[src/hdl/dsp_pkg.sv]
// Shared types, constants and helper functions for the dual-stick paddle mapper.
// No dependencies; compiled first.
package dsp_pkg;

    // Mapping modes
    localparam logic [1:0] MODE_AMBI   = 2'd0;
    localparam logic [1:0] MODE_LSTICK = 2'd1;
    localparam logic [1:0] MODE_RSTICK = 2'd2;
    localparam logic [1:0] MODE_UNUSED = 2'd3;

    // Active stick codes
    localparam logic STICK_RIGHT = 1'b0;
    localparam logic STICK_LEFT  = 1'b1;

    // Status byte qualification
    localparam logic [7:0] STATUS_MASK  = 8'hF0;
    localparam logic [7:0] STATUS_VALID = 8'h70;

    // Axis centre and pot offsets
    localparam logic [7:0] AXIS_CENTER = 8'd128;
    localparam logic [7:0] X_OFFSET    = 8'd130;
    localparam logic [7:0] Y_OFFSET    = 8'd128;

    // Scale 18/20 == 9/10; divide by 10 via reciprocal 6554/2^16 (exact for x <= 1152)
    localparam logic [3:0]  SCALE_NUM   = 4'd9;
    localparam logic [12:0] RECIP_TEN   = 13'd6554;
    localparam int          RECIP_SHIFT = 16;

    // Reset values
    localparam logic [7:0] THRESHOLD_RESET = 8'd64;
    localparam logic [7:0] BUTTONS_RESET   = 8'hFF;

    // buttons_low bits (active low)
    localparam int BTN_SELECT = 0;
    localparam int BTN_START  = 3;
    // buttons_high bits (active low)
    localparam int BTN_L2       = 0;
    localparam int BTN_R2       = 1;
    localparam int BTN_L1       = 2;
    localparam int BTN_R1       = 3;
    localparam int BTN_TRIANGLE = 4;
    localparam int BTN_CIRCLE   = 5;
    localparam int BTN_CROSS    = 6;
    localparam int BTN_SQUARE   = 7;

    // Keypad row bits
    localparam int ROW_START = 0;
    localparam int ROW_RESET = 1;
    localparam int ROW_PAUSE = 2;

    // Latched report contents
    typedef struct packed {
        logic [7:0] buttons_low;
        logic [7:0] buttons_high;
        logic [7:0] right_x;
        logic [7:0] right_y;
        logic [7:0] left_x;
        logic [7:0] left_y;
    } latch_t;

    // One result item
    typedef struct packed {
        logic [7:0] pot_a_x;
        logic [7:0] pot_a_y;
        logic [7:0] pot_b_x;
        logic [7:0] pot_b_y;
        logic       trigger_a_n;
        logic       trigger_b_n;
        logic [2:0] keypad_rows;
    } result_t;

    // Mapper outputs: result plus next state
    typedef struct packed {
        result_t    res;
        logic [1:0] mode_next;
        logic       active_next;
    } map_out_t;

    // Distance of an axis from centre, 0..128
    function automatic logic [7:0] deflection(input logic [7:0] v);
        logic [7:0] d;
        if (v >= AXIS_CENTER)
            d = v - AXIS_CENTER;
        else
            d = AXIS_CENTER - v;
        return d;
    endfunction

    // trunc((v-128)*18/20) + offset, modulo 256
    function automatic logic [7:0] scale_axis(input logic [7:0] v, input logic [7:0] offset);
        logic [7:0]  mag;
        logic [10:0] prod9;
        logic [23:0] prod;
        logic [7:0]  quot;
        logic [7:0]  dev;
        mag   = deflection(v);
        prod9 = 11'(mag) * 11'(SCALE_NUM);
        prod  = 24'(prod9) * 24'(RECIP_TEN);
        quot  = prod[RECIP_SHIFT +: 8];
        // below centre the deviation is negative; truncation toward zero on magnitude
        dev   = (v < AXIS_CENTER) ? (8'd0 - quot) : quot;
        return dev + offset;
    endfunction

endpackage

[src/hdl/dsp_in_if.sv]
// Report channel: valid/ready handshake carrying one polled gamepad report.
// No package dependency.
interface dsp_in_if;
    logic       valid;
    logic       ready;
    logic [7:0] report_status;
    logic [7:0] buttons_low;
    logic [7:0] buttons_high;
    logic [7:0] right_x;
    logic [7:0] right_y;
    logic [7:0] left_x;
    logic [7:0] left_y;

    modport source (
        output valid, report_status, buttons_low, buttons_high,
               right_x, right_y, left_x, left_y,
        input  ready
    );
    modport sink (
        input  valid, report_status, buttons_low, buttons_high,
               right_x, right_y, left_x, left_y,
        output ready
    );
endinterface

[src/hdl/dsp_out_if.sv]
// Result channel: valid/ready handshake carrying pot values, triggers and keypad rows.
// No package dependency.
interface dsp_out_if;
    logic       valid;
    logic       ready;
    logic [7:0] pot_a_x;
    logic [7:0] pot_a_y;
    logic [7:0] pot_b_x;
    logic [7:0] pot_b_y;
    logic       trigger_a_n;
    logic       trigger_b_n;
    logic [2:0] keypad_rows;

    modport source (
        output valid, pot_a_x, pot_a_y, pot_b_x, pot_b_y,
               trigger_a_n, trigger_b_n, keypad_rows,
        input  ready
    );
    modport sink (
        input  valid, pot_a_x, pot_a_y, pot_b_x, pot_b_y,
               trigger_a_n, trigger_b_n, keypad_rows,
        output ready
    );
endinterface

[src/hdl/dsp_latch.sv]
// Input stage: accepts report transactions and latches valid analog reports.
// Depends on dsp_pkg and dsp_in_if.
module dsp_latch (
    input  logic           clk,
    input  logic           rst_n,
    dsp_in_if.sink         report,
    input  logic           advance,
    output logic           stage_valid,
    output dsp_pkg::latch_t latched
);
    import dsp_pkg::*;

    logic   valid_reg, valid_next;
    latch_t latch_reg, latch_next;
    logic   accept;
    logic   status_ok;

    // Stage frees up when its transaction moves to the result register
    assign report.ready = !valid_reg || advance;
    assign accept       = report.valid && report.ready;
    assign status_ok    = (report.report_status & STATUS_MASK) == STATUS_VALID;

    // Next valid flag and latch contents
    always_comb
    begin
        valid_next = valid_reg;
        latch_next = latch_reg;
        if (accept)
        begin
            valid_next = 1'b1;
            if (status_ok)
            begin
                latch_next.buttons_low  = report.buttons_low;
                latch_next.buttons_high = report.buttons_high;
                latch_next.right_x      = report.right_x;
                latch_next.right_y      = report.right_y;
                latch_next.left_x       = report.left_x;
                latch_next.left_y       = report.left_y;
            end
        end
        else if (advance)
        begin
            valid_next = 1'b0;
        end
    end

    always_ff @(posedge clk or negedge rst_n)
    begin
        if (!rst_n)
        begin
            valid_reg              <= 1'b0;
            latch_reg.buttons_low  <= BUTTONS_RESET;
            latch_reg.buttons_high <= BUTTONS_RESET;
            latch_reg.right_x      <= 8'd0;
            latch_reg.right_y      <= 8'd0;
            latch_reg.left_x       <= 8'd0;
            latch_reg.left_y       <= 8'd0;
        end
        else
        begin
            valid_reg <= valid_next;
            latch_reg <= latch_next;
        end
    end

    assign stage_valid = valid_reg;
    assign latched     = latch_reg;

endmodule

[src/hdl/dsp_map.sv]
// Mapping logic: pots, triggers, keypad rows and next mode/active stick.
// Depends on dsp_pkg.
module dsp_map (
    input  dsp_pkg::latch_t   latched,
    input  logic [1:0]        mode,
    input  logic              active,
    input  logic [7:0]        threshold,
    output dsp_pkg::map_out_t map_out
);
    import dsp_pkg::*;

    logic [7:0] rx_sx, ry_sy, lx_sx, ly_sy;
    logic [7:0] r_defl, l_defl;
    logic       right_moved, left_moved;
    logic       sel;
    logic [7:0] b0, b1;
    logic [2:0] rows;
    logic       active_next;
    logic [7:0] pot_a_x, pot_a_y, pot_b_x, pot_b_y;
    logic [1:0] mode_next;
    logic       trig_a_n, trig_b_n;

    assign b0  = latched.buttons_low;
    assign b1  = latched.buttons_high;
    assign sel = !b0[BTN_SELECT];

    // Scaled axes
    assign rx_sx = scale_axis(latched.right_x, X_OFFSET);
    assign ry_sy = scale_axis(latched.right_y, Y_OFFSET);
    assign lx_sx = scale_axis(latched.left_x, X_OFFSET);
    assign ly_sy = scale_axis(latched.left_y, Y_OFFSET);

    // Larger deflection of each stick against the threshold
    always_comb
    begin
        r_defl = deflection(latched.right_x);
        if (deflection(latched.right_y) > r_defl)
            r_defl = deflection(latched.right_y);
        l_defl = deflection(latched.left_x);
        if (deflection(latched.left_y) > l_defl)
            l_defl = deflection(latched.left_y);
    end
    assign right_moved = r_defl > threshold;
    assign left_moved  = l_defl > threshold;

    // Active stick tracks only in ambidextrous mode (and the unused code); right stick wins
    always_comb
    begin
        active_next = active;
        if (mode == MODE_AMBI || mode == MODE_UNUSED)
        begin
            priority if (right_moved)
                active_next = STICK_RIGHT;
            else if (left_moved)
                active_next = STICK_LEFT;
            else
                active_next = active;
        end
    end

    // Pot routing per mode
    always_comb
    begin
        unique case (mode)
            MODE_RSTICK:
            begin
                pot_a_x = rx_sx;
                pot_a_y = ry_sy;
                pot_b_x = lx_sx;
                pot_b_y = ly_sy;
            end
            MODE_LSTICK:
            begin
                pot_a_x = lx_sx;
                pot_a_y = ly_sy;
                pot_b_x = rx_sx;
                pot_b_y = ry_sy;
            end
            default:
            begin
                // ambidextrous (the unused code behaves the same)
                if (active_next == STICK_RIGHT)
                begin
                    pot_a_x = rx_sx;
                    pot_a_y = ry_sy;
                end
                else
                begin
                    pot_a_x = lx_sx;
                    pot_a_y = ly_sy;
                end
                pot_b_x = pot_a_x;
                pot_b_y = pot_a_y;
            end
        endcase
    end

    // Mode change on Select plus face button
    always_comb
    begin
        mode_next = mode;
        if (sel)
        begin
            priority if (!b1[BTN_TRIANGLE])
                mode_next = MODE_AMBI;
            else if (!b1[BTN_SQUARE])
                mode_next = MODE_LSTICK;
            else if (!b1[BTN_CIRCLE])
                mode_next = MODE_RSTICK;
            else
                mode_next = mode;
        end
    end

    // Keypad rows
    always_comb
    begin
        rows = 3'd0;
        if (sel)
        begin
            rows[ROW_RESET] = !b0[BTN_START];
            rows[ROW_PAUSE] = !b1[BTN_CROSS];
        end
        else
        begin
            rows[ROW_START] = !b0[BTN_START];
        end
    end

    // Triggers, active low
    assign trig_a_n = !(!sel && (!b1[BTN_L1] || !b1[BTN_R1] || !b1[BTN_TRIANGLE]));
    assign trig_b_n = !(!sel && (!b1[BTN_L2] || !b1[BTN_R2] || !b1[BTN_CROSS]));

    // Pack the mapper outputs
    always_comb
    begin
        map_out.res.pot_a_x     = pot_a_x;
        map_out.res.pot_a_y     = pot_a_y;
        map_out.res.pot_b_x     = pot_b_x;
        map_out.res.pot_b_y     = pot_b_y;
        map_out.res.trigger_a_n = trig_a_n;
        map_out.res.trigger_b_n = trig_b_n;
        map_out.res.keypad_rows = rows;
        map_out.mode_next       = mode_next;
        map_out.active_next     = active_next;
    end

endmodule

[src/hdl/dual_stick_to_paddle_mapper_core.sv]
// Dual-stick to paddle mapper, top level: latch stage, mapping logic, result register.
// Depends on dsp_pkg, dsp_in_if, dsp_out_if, dsp_latch, dsp_map.

// Takes one gamepad report transaction per clock while the result side keeps pace and
// returns one result transaction per report. The first register stage latches the
// report (buttons and axes are replaced only when the status high nibble is 7); the
// mapping runs combinationally from that latch, the current mode and active stick into
// the output register, where mode and active stick update and the result is offered.
// The output register and the latch stage each hold one transaction, so one more
// transaction is accepted while a result waits; after that the input stalls until the
// result is taken. The stick threshold resets to 64; the user must write it through
// cfg_we/cfg_wdata only while the block is idle. The block does not enforce this.
module dual_stick_to_paddle_mapper_core (
    input  logic       clk,
    input  logic       rst_n,
    input  logic       cfg_we,
    input  logic [7:0] cfg_wdata,
    dsp_in_if.sink     report,
    dsp_out_if.source  result
);
    import dsp_pkg::*;

    logic       stage_valid;
    logic       advance;
    latch_t     latched;
    map_out_t   map_out;

    logic [7:0] threshold_reg;
    logic [1:0] mode_reg;
    logic       active_reg;
    logic       out_valid_reg, out_valid_next;
    result_t    out_reg;

    // Latched transaction moves on when the output register is free or drained
    assign advance = stage_valid && (!out_valid_reg || result.ready);

    dsp_latch u_latch (
        .clk         (clk),
        .rst_n       (rst_n),
        .report      (report),
        .advance     (advance),
        .stage_valid (stage_valid),
        .latched     (latched)
    );

    dsp_map u_map (
        .latched   (latched),
        .mode      (mode_reg),
        .active    (active_reg),
        .threshold (threshold_reg),
        .map_out   (map_out)
    );

    // Threshold register
    always_ff @(posedge clk or negedge rst_n)
    begin
        if (!rst_n)
            threshold_reg <= THRESHOLD_RESET;
        else if (cfg_we)
            threshold_reg <= cfg_wdata;
    end

    // Mode and active stick update as a transaction passes the mapper
    always_ff @(posedge clk or negedge rst_n)
    begin
        if (!rst_n)
        begin
            mode_reg   <= MODE_AMBI;
            active_reg <= STICK_RIGHT;
        end
        else if (advance)
        begin
            mode_reg   <= map_out.mode_next;
            active_reg <= map_out.active_next;
        end
    end

    // Output register valid
    always_comb
    begin
        out_valid_next = out_valid_reg;
        if (advance)
            out_valid_next = 1'b1;
        else if (result.ready)
            out_valid_next = 1'b0;
    end

    always_ff @(posedge clk or negedge rst_n)
    begin
        if (!rst_n)
            out_valid_reg <= 1'b0;
        else
            out_valid_reg <= out_valid_next;
    end

    // Output payload
    always_ff @(posedge clk)
    begin
        if (advance)
            out_reg <= map_out.res;
    end

    assign result.valid       = out_valid_reg;
    assign result.pot_a_x     = out_reg.pot_a_x;
    assign result.pot_a_y     = out_reg.pot_a_y;
    assign result.pot_b_x     = out_reg.pot_b_x;
    assign result.pot_b_y     = out_reg.pot_b_y;
    assign result.trigger_a_n = out_reg.trigger_a_n;
    assign result.trigger_b_n = out_reg.trigger_b_n;
    assign result.keypad_rows = out_reg.keypad_rows;

    // The unused mode code is never entered
    a_mode_reachable: assert property (@(posedge clk) disable iff (!rst_n)
        mode_reg != MODE_UNUSED)
        else $error("mapping mode reached unused code");

    // Active stick only moves while a transaction passes in ambidextrous mode
    a_active_hold: assert property (@(posedge clk) disable iff (!rst_n)
        (!advance || mode_reg != MODE_AMBI) |=> $stable(active_reg))
        else $error("active stick changed outside ambidextrous mapping");

    // A latched transaction is never dropped while the result side stalls
    a_stage_hold: assert property (@(posedge clk) disable iff (!rst_n)
        (stage_valid && !advance) |=> stage_valid)
        else $error("latched transaction lost");

    // A waiting result is not overwritten
    a_out_hold: assert property (@(posedge clk) disable iff (!rst_n)
        (out_valid_reg && !result.ready) |-> !advance)
        else $error("result register overwritten while stalled");

endmodule
[src/flat_wrapper.sv]
// flat-port wrapper written by rule: the top's interface ports become plain ports
module dual_stick_to_paddle_mapper_core_flat import dsp_pkg::*;
  (clk, rst_n, cfg_we, cfg_wdata, report_valid, report_report_status, report_buttons_low, report_buttons_high, report_right_x, report_right_y, report_left_x, report_left_y, report_ready, result_valid, result_pot_a_x, result_pot_a_y, result_pot_b_x, result_pot_b_y, result_trigger_a_n, result_trigger_b_n, result_keypad_rows, result_ready);
  dsp_in_if report_i ();
  dsp_out_if result_i ();
  input  logic clk;
  input  logic rst_n;
  input  logic cfg_we;
  input  logic [7:0] cfg_wdata;
  input wire logic [$bits(report_i.valid)-1:0] report_valid;
  input wire logic [$bits(report_i.report_status)-1:0] report_report_status;
  input wire logic [$bits(report_i.buttons_low)-1:0] report_buttons_low;
  input wire logic [$bits(report_i.buttons_high)-1:0] report_buttons_high;
  input wire logic [$bits(report_i.right_x)-1:0] report_right_x;
  input wire logic [$bits(report_i.right_y)-1:0] report_right_y;
  input wire logic [$bits(report_i.left_x)-1:0] report_left_x;
  input wire logic [$bits(report_i.left_y)-1:0] report_left_y;
  output wire logic [$bits(report_i.ready)-1:0] report_ready;
  output wire logic [$bits(result_i.valid)-1:0] result_valid;
  output wire logic [$bits(result_i.pot_a_x)-1:0] result_pot_a_x;
  output wire logic [$bits(result_i.pot_a_y)-1:0] result_pot_a_y;
  output wire logic [$bits(result_i.pot_b_x)-1:0] result_pot_b_x;
  output wire logic [$bits(result_i.pot_b_y)-1:0] result_pot_b_y;
  output wire logic [$bits(result_i.trigger_a_n)-1:0] result_trigger_a_n;
  output wire logic [$bits(result_i.trigger_b_n)-1:0] result_trigger_b_n;
  output wire logic [$bits(result_i.keypad_rows)-1:0] result_keypad_rows;
  input wire logic [$bits(result_i.ready)-1:0] result_ready;
  assign report_i.valid = report_valid;
  assign report_i.report_status = report_report_status;
  assign report_i.buttons_low = report_buttons_low;
  assign report_i.buttons_high = report_buttons_high;
  assign report_i.right_x = report_right_x;
  assign report_i.right_y = report_right_y;
  assign report_i.left_x = report_left_x;
  assign report_i.left_y = report_left_y;
  assign report_ready = report_i.ready;
  assign result_valid = result_i.valid;
  assign result_pot_a_x = result_i.pot_a_x;
  assign result_pot_a_y = result_i.pot_a_y;
  assign result_pot_b_x = result_i.pot_b_x;
  assign result_pot_b_y = result_i.pot_b_y;
  assign result_trigger_a_n = result_i.trigger_a_n;
  assign result_trigger_b_n = result_i.trigger_b_n;
  assign result_keypad_rows = result_i.keypad_rows;
  assign result_i.ready = result_ready;
  dual_stick_to_paddle_mapper_core u_core (.clk(clk), .rst_n(rst_n), .cfg_we(cfg_we), .cfg_wdata(cfg_wdata), .report(report_i), .result(result_i));
endmodule
[config.mk]
export PLATFORM = sky130hd
export DESIGN_NAME = dual_stick_to_paddle_mapper_core_flat
export DESIGN_NICKNAME = d
export VERILOG_FILES = /design/src/hdl/dsp_pkg.sv /design/src/hdl/dsp_in_if.sv /design/src/hdl/dsp_out_if.sv /design/src/hdl/dsp_latch.sv /design/src/hdl/dsp_map.sv /design/src/hdl/dual_stick_to_paddle_mapper_core.sv /design/src/flat_wrapper.sv
export SDC_FILE = /design/constraint.sdc
export NUM_CORES = 1
export LEC_CHECK = 0
export BUFFER_PORTS_ARGS = -buffer_cell sky130_fd_sc_hd__buf_2
export CAP_MARGIN = 30
export CORE_MARGIN = 4
export CORE_UTILIZATION = 40
export DETAILED_ROUTE_END_ITERATION = 10
export PLACE_DENSITY = 0.68
export SLEW_MARGIN = 20
export SYNTH_ARGS = -nofsm -noshare
export SYNTH_HDL_FRONTEND = slang
export SYNTH_SLANG_ARGS = --single-unit
[constraint.sdc]
create_clock -name clk -period 19.12 [get_ports clk]
set_input_delay 2.868 -clock clk [delete_from_list [all_inputs] [get_ports clk]]
set_output_delay 2.868 -clock clk [all_outputs]
set_load 0.01 [all_outputs]
==> impl_metrics.tcl, run 1 <==
set metrics [dict create \
    outcome "finished, final reports clean" \
    crit_path_max_fanout 14 \
    cp-startpoint "u_core.u_latch.latched[8]" \
    slowest_stage "xnor2_1" \
    hold_path.class "reg2reg" \
    synth_common_cells "inv_1 (346), ha_1 (329), fa_1 (126)" \
    finalSetupViolCount 0 \
    cts.sinks 92 \
    ctsResizeCount 0 \
    vias 12800 \
    yosysTopAreaCell "ha_1" \
    tritoncts "done" \
    yosysSeqAreaShare_pct 15.2 \
    wl_per_cell_um 16.0 \
    rows 74 \
    max_stage_delay_ps 640 \
    synth-main-ff-cell "dfrtp_1" \
    wl_um 38600 \
    die_w_um 211 \
    rr_startpoint "u_core.u_latch.latched[8]" \
    place_congestion 0.871 \
    die_y_um 211 \
    hold_viol 0 \
    synth-edff-count 37 \
    cp-end-kind "register" \
    root_buffer "clkbuf_16" \
    ioPinCount 108 \
    period_share_pct 56.0 \
    cts_setup_buffers 0 \
    fin_setup_tns_ps 0 \
    arrival_ps 10810 \
    syn_avg_cell_area_um2 9.20 \
    cp.buffers_inverters 5 \
    die_area_um2 44600 \
    start_kind "register" \
    cts_buffers 9 \
    ant_nets 0 \
    syn_area_um2 16500 \
    largest_reg_flops 42 \
    track_usage_pct 17.7 \
    grt_pass1_vias 13300 \
    worstHoldStart "u_core.u_latch.stage_valid" \
    htree_levels 3 \
    antenna_found_initial 0 \
    vias_per_cell 5.31 \
    dr.pass1.iters 5 \
    relSlewSlack_pct 44.7 \
    fin_nets 2394 \
    synth_most_common_cell "inv_1" \
    cp_top_family "adder cells" \
    synth_nets 2318 \
    coreArea_um2 40800 \
    async_flop_share_pct 59.8 \
    dp_hpwl_um 32600 \
    yosys_warnings 0 \
    path_class "reg2reg" \
    clock_path_buffers 2 \
    cp.required_ps 19220 \
    clk_pin_slew_ps 80 \
    clock_skew_ps 15.3 \
    num_antenna_cells 0 \
    drive_above_1_share_pct 11.8 \
    area_delta_synth_final_pct 8.25 \
    rsz0062_at_grt "no" \
    synthCells 1794 \
    min_period_ps 10710 \
    synth_cell_types 90 \
    port-buffer-count 97 \
    synth_top_area_share_pct 24.9 \
    postCtsHoldBufs 0 \
    grt_overflow 0 \
    timing.fmax_mhz 93.4 \
    drv_slew 0 \
    initial_core_util_pct 40.4 \
    final_core_util_pct 43.8 \
    grt_max_degree 56 \
    grt_pass1_wl_um 64900 \
    drc 0 \
    synth_area_leaders "ha_1 (25%), fa_1 (15%), inv_1 (7.9%)" \
    maxCapViolCount 0 \
    clk_latency_ps 380 \
    drt-initial-drc-count 670 \
    ys_seq_elements 92 \
    worstMarginPinSlew_ps 829 \
]
==> layout make-up <==
| class | instances | area, um^2 |
|---|---|---|
| sequential | 92 | 2500 |
| multi-input combinational | 1317 | 12500 |
| clock buffer | 9 | 225 |
| timing repair buffer | 104 | 553 |
| fill | 3933 | 23000 |
| clock inverter | 7 | 81.3 |
| tap | 532 | 666 |
| inverter | 346 | 1300 |
==> path summary, 6_finish.rpt <==
kind	endpoint	slack [ps]	cells past startpoint
max	u_core.result.pot_b_x[7]	8410	36
min	u_core.result.valid	500	1
max reg2reg	u_core.result.pot_b_x[7]	8410	36
min reg2reg	u_core.result.valid	500	1
max in group asynchronous	u_core.u_latch.latched[25]	15900	2
min in group asynchronous	u_core.result.valid	2650	2
==> cell families after synthesis <==
logic type,share of synthesized area [%]
xor gates and xnor gates,5.57
AOI/OAI and AO/OA,14.8
buffers and inverters,8.89
adders and majority gates,40.5
DFF,15.2
muxes,4.88
and+or+nand+nor,10.1
==> per-stage QoR <==
stage / cells / setup slack [ps] / hold slack [ps] / area (um^2)
2_1_floorplan: 1794 / 9820 / 450 / 16500
3_3_place_gp: 2389 / 8560 / 472 / 17500
3_5_place_dp: 2389 / 8420 / 494 / 17500
4_1_cts: 2405 / 8370 / 502 / 17800
5_1_grt: 2407 / 7660 / 529 / 17900
6_report: 2407 / 8410 / 495 / 17900
==> metal layers <==
metal	vias to the layer above	track usage [%]	routed length, um
met4	0	4.69	982
met2	255	30.2	18300
met1	6153	23.8	17700
met5	-	0	0
met3	53	2.33	1620
li1	6320	-	-
==> layout by cell type (no fill, tap or decap), drive strengths merged, types with 12 or more instances in the layout <==
cell type,instances
inv,350
ha,329
fa,126
buf,104
a21oi,94
nor2,81
nand2,75
o21ai,72
xnor2,70
mux2,52
dfrtp,44
edfxtp,37
nor3,33
a21o,32
xor2,29
mux2i,22
and2,19
nor2b,17
a22oi,17
o21a,16
nand2b,16
a211oi,16
nand3,14
nand4,13
or3,13
o211ai,12
Power of run 1 is not shown: default switching activity piles up to over one toggle a cycle in this logic, so the estimate is an artifact.
==> inputs of run 2 (changes only) <==
==> constraint.sdc (replaced) <==
create_clock -name clk -period 10.2 [get_ports clk]
set_input_delay 1.53 -clock clk [delete_from_list [all_inputs] [get_ports clk]]
set_output_delay 1.53 -clock clk [all_outputs]
set_load 0.01 [all_outputs]
==> run 2 against run 1 <==
  * Worst setup slack worse by 7900 ps
  * Utilization grew 0.18 points
  * Register-to-register slack got worse by 7900 ps
  * Clock skew fell by 7.9 ps
  * Flip-flop and latch count did not move
  * Maximum frequency is 11% higher
  * Final cell count up 0.33%
  * Die area unchanged
  * Global-route usage decreased by 0.095 points
  * Wire length about the same
  * First-iteration DRC count shrank 0.75%
==> impl_metrics.tcl, run 2 (same netlist as run 1, synthesis figures left out) <==
set metrics [dict create \
    hold_viol 0 \
    fin_nets 2402 \
    drive_above_1_share_pct 12.5 \
    multi_input_area_um2 12600 \
    track_usage_pct 17.6 \
    clock_path_buffers 2 \
    port-buffer-count 97 \
    grt_pass1_vias 13200 \
    drt-initial-drc-count 665 \
    dr.pass1.iters 5 \
    num_antenna_cells 0 \
    clock_skew_ps 7.32 \
    place_congestion 0.862 \
    min_period_ps 9650 \
    cp.buffers_inverters 5 \
    vias 12700 \
    final_common_cell "inv_1" \
    rows 74 \
    arrival_ps 9750 \
    initial_core_util_pct 40.4 \
    drc 0 \
    grt_max_degree 56 \
    cp-end-kind "register" \
    antenna_found_initial 0 \
    cp.required_ps 10300 \
    dp_hpwl_um 32700 \
    ant_nets 0 \
    root_buffer "clkbuf_16" \
    grt_pass1_wl_um 64600 \
    max_stage_delay_ps 540 \
    htree_levels 3 \
    die_area_um2 44600 \
    fin_setup_tns_ps 0 \
    vias_per_cell 5.27 \
    wl_per_cell_um 16.0 \
    start_kind "register" \
    outcome "finished, final reports clean" \
    hold_path.class "reg2reg" \
    fill_cells 3916 \
    die_w_um 211 \
    drv_slew 0 \
    largest_reg_flops 42 \
    maxCapViolCount 0 \
    tritoncts "done" \
    seqCellArea_um2 2500 \
    relSlewSlack_pct 37.9 \
    wl_um 38600 \
    postCtsHoldBufs 0 \
    crit_path_max_fanout 7 \
    die_y_um 211 \
    slowest_stage "fa_1" \
    cp_top_family "adder cells" \
    area_delta_synth_final_pct 8.69 \
    timing.fmax_mhz 104 \
    period_share_pct 94.6 \
    coreArea_um2 40800 \
    ioPinCount 108 \
    cts.sinks 92 \
    clk_latency_ps 370 \
    worstMarginPinSlew_ps 931 \
    clk_pin_slew_ps 70 \
    cts_buffers 9 \
    final_cell_mix "inv_1 (346), ha_1 (329), fa_1 (126)" \
    path_class "reg2reg" \
    ctsResizeCount 0 \
    cts_setup_buffers 0 \
    grt_overflow 0 \
    rsz0062_at_grt "no" \
    finalSetupViolCount 0 \
]
-- run 2: cell types whose count changed in the layout (fill, tap and decap cells not counted), sizes merged --
| cell | previous run | this run |
|---|---|---|
| clkinv | 1 | 3 |
| bufinv | 1 | 0 |
| buf | 104 | 112 |
| inv | 350 | 347 |
| clkbuf | 9 | 11 |
-- run 2: through the flow --
step	setup WS [ps]	hold slack, ps	cells	area [um^2]	util [%]
after CTS	200	496	2414	17900	43.8
after floorplan	896	450	1794	16500	-
final	547	490	2415	17900	43.9
after detailed placement	256	491	2398	17600	43.1
after global placement	450	472	2398	17600	43.1
after global routing	39.7	546	2415	17900	43.9
-- run 2: per-layer routing --
metal | vias to the layer above | part of all wire [%] | global-route usage (%) | wire length (um)
met2 | 269 | 48 | 30.4 | 18400
met1 | 6092 | 45 | 23.5 | 17500
li1 | 6329 | - | - | -
met4 | 0 | 1.8 | 4.18 | 713
met3 | 36 | 5.1 | 2.32 | 1960
met5 | - | 0 | 0 | 0
-- run 2: area by class of cell --
class                           instances  share of cell area (%)
Multi-Input combinational cell       1317                    70.2
Clock buffer                           11                    1.30
Timing Repair Buffer                  112                    3.38
Tap cell                              532                    3.71
Sequential cell                        92                    13.9
Clock inverter                          5                   0.209
Inverter                              346                    7.24
-- run 2: final timing paths --
path	to	slack (ps)	cells after the start	startpoint
worst max-delay path	u_core.result.pot_b_x[7]	550	34	u_core.u_latch.latched[24]
worst min-delay path	u_core.result.valid	490	1	u_core.u_latch.stage_valid
worst max register to register	u_core.result.pot_b_x[7]	550	34	u_core.u_latch.latched[24]
worst min register to register	u_core.result.valid	490	1	u_core.u_latch.stage_valid
max in group asynchronous	u_core.u_latch.latched[10]	8350	2	rst_n
min in group asynchronous	u_core.u_latch.stage_valid	1310	2	rst_n
Power of run 2 is left out for the same reason.
==> inputs of run 3 (changes only) <==
--- a/config.mk
+++ b/config.mk
@@ -11,6 +11,7 @@
 export CORE_UTILIZATION = 40
 export DETAILED_ROUTE_END_ITERATION = 10
 export PLACE_DENSITY = 0.68
+export REMOVE_ABC_BUFFERS = 1
 export SLEW_MARGIN = 20
 export SYNTH_ARGS = -nofsm -noshare
 export SYNTH_HDL_FRONTEND = slang
==> run 3 against run 2 <==
  * Die area is the same
  * Maximum frequency is 0.69% higher
  * Utilization rose by 0.058 points
  * First-iteration DRC count is 4.4% lower
  * Via count increased by 0.76%
  * Sequential share of layout area about the same
  * Critical endpoint is now u_core.result.pot_a_x[5]
  * Wire length increased by 1.2%
  * Clock skew increased by 11 ps
==> impl_metrics.tcl, run 3 (same netlist as run 1, synthesis figures left out) <==
set metrics [dict create \
    place_congestion 0.892 \
    vias 12800 \
    grt_pass1_wl_um 65800 \
    grt_pass1_vias 13400 \
    rsz0062_at_grt "no" \
    worstMarginPinSlew_ps 794 \
    finalSetupViolCount 0 \
    relSlewSlack_pct 47.1 \
    htree_levels 3 \
    clk_pin_slew_ps 80 \
    min_period_ps 9590 \
    tritoncts "done" \
    rows 74 \
    wl_met2_um 19300 \
    die_y_um 211 \
    dr.pass1.iters 5 \
    initial_core_util_pct 40.4 \
    hold_viol 0 \
    port-buffer-count 97 \
    grt_overflow 0 \
    wl_met1_um 17800 \
    outcome "finished, final reports clean" \
    fin_nets 2401 \
    period_share_pct 94.0 \
    vias_per_cell 5.31 \
    wl_um 39000 \
    ctsResizeCount 0 \
    postCtsHoldBufs 0 \
    drv_slew 0 \
    num_antenna_cells 0 \
    start_kind "register" \
    coreArea_um2 40800 \
    die_area_um2 44600 \
    root_buffer "clkbuf_16" \
    area_delta_synth_final_pct 8.83 \
    clock_skew_ps 18.3 \
    cts.sinks 92 \
    fin_setup_tns_ps 0 \
    clk_latency_ps 390 \
    track_usage_pct 18.0 \
    maxCapViolCount 0 \
    dp_hpwl_um 32800 \
    ant_nets 0 \
    final_cell_mix "inv_1 (346), ha_1 (329), fa_1 (126)" \
    timing.fmax_mhz 104 \
    cts_setup_buffers 0 \
    slowest_stage "fa_1" \
    cp.buffers_inverters 5 \
    antenna_found_initial 0 \
    cp_top_family "adder cells" \
    cp-end-kind "register" \
    arrival_ps 9710 \
    final_common_cell "inv_1" \
    met3_length_um 1450 \
    path_class "reg2reg" \
    drive_above_1_share_pct 12.5 \
    max_stage_delay_ps 590 \
    drc 0 \
    grt_max_degree 56 \
    ioPinCount 108 \
    top_layer_used "met4" \
    cp.required_ps 10320 \
    cts_buffers 9 \
    wl_per_cell_um 16.2 \
    die_w_um 211 \
    drt-initial-drc-count 636 \
    largest_reg_flops 42 \
    crit_path_max_fanout 7 \
    r2r_slack_ps 610 \
    hold_path.class "reg2reg" \
    clock_path_buffers 2 \
]
## run 3: cell count changes in the layout (fill, tap and decap cells not counted), moves of 2 or more
cell	change
xnor2_1	+2
clkinv_8	+3
buf_4	-2
clkbuf_1	-2
clkinv_4	-2
xnor2_2	-2
inv_6	+2
## run 3: worst paths after layout
kind	cells past startpoint	end	from
max reg2reg	35	u_core.result.pot_a_x[5]	u_core.u_latch.latched[9]
max in group asynchronous	2	u_core.u_latch.latched[22]	rst_n
min	1	u_core.result.valid	u_core.u_latch.stage_valid
min reg2reg	1	u_core.result.valid	u_core.u_latch.stage_valid
max	35	u_core.result.pot_a_x[5]	u_core.u_latch.latched[9]
min in group asynchronous	2	u_core.u_latch.stage_valid	rst_n
## run 3: metrics by stage
step	hold WS (ps)	worst slack, ps	std cells	area, um^2	utilization [%]
2_1_floorplan	450	960	1755	16300	-
3_3_place_gp	466	603	2396	17600	43.1
3_5_place_dp	482	453	2396	17600	43.1
4_1_cts	505	390	2412	17900	43.8
5_1_grt	530	6.62	2414	18000	44.0
6_report	508	613	2414	18000	44.0
## run 3: cell type report
| type | instances | area (um^2) |
|---|---|---|
| clock buffer | 9 | 225 |
| clock inverter | 7 | 86.3 |
| fill | 3909 | 22900 |
| inverter | 346 | 1300 |
| multi-input combinational | 1317 | 12600 |
| sequential | 92 | 2500 |
| tap | 532 | 666 |
| timing repair buffer | 111 | 606 |
## run 3: routing by layer
layer / global-route usage, % / vias up
met5: 0 / -
met3: 1.86 / 35
met4: 3.60 / 0
met2: 32.0 / 242
met1: 23.9 / 6218
li1: - / 6328
Power of run 3 is left out for the same reason.
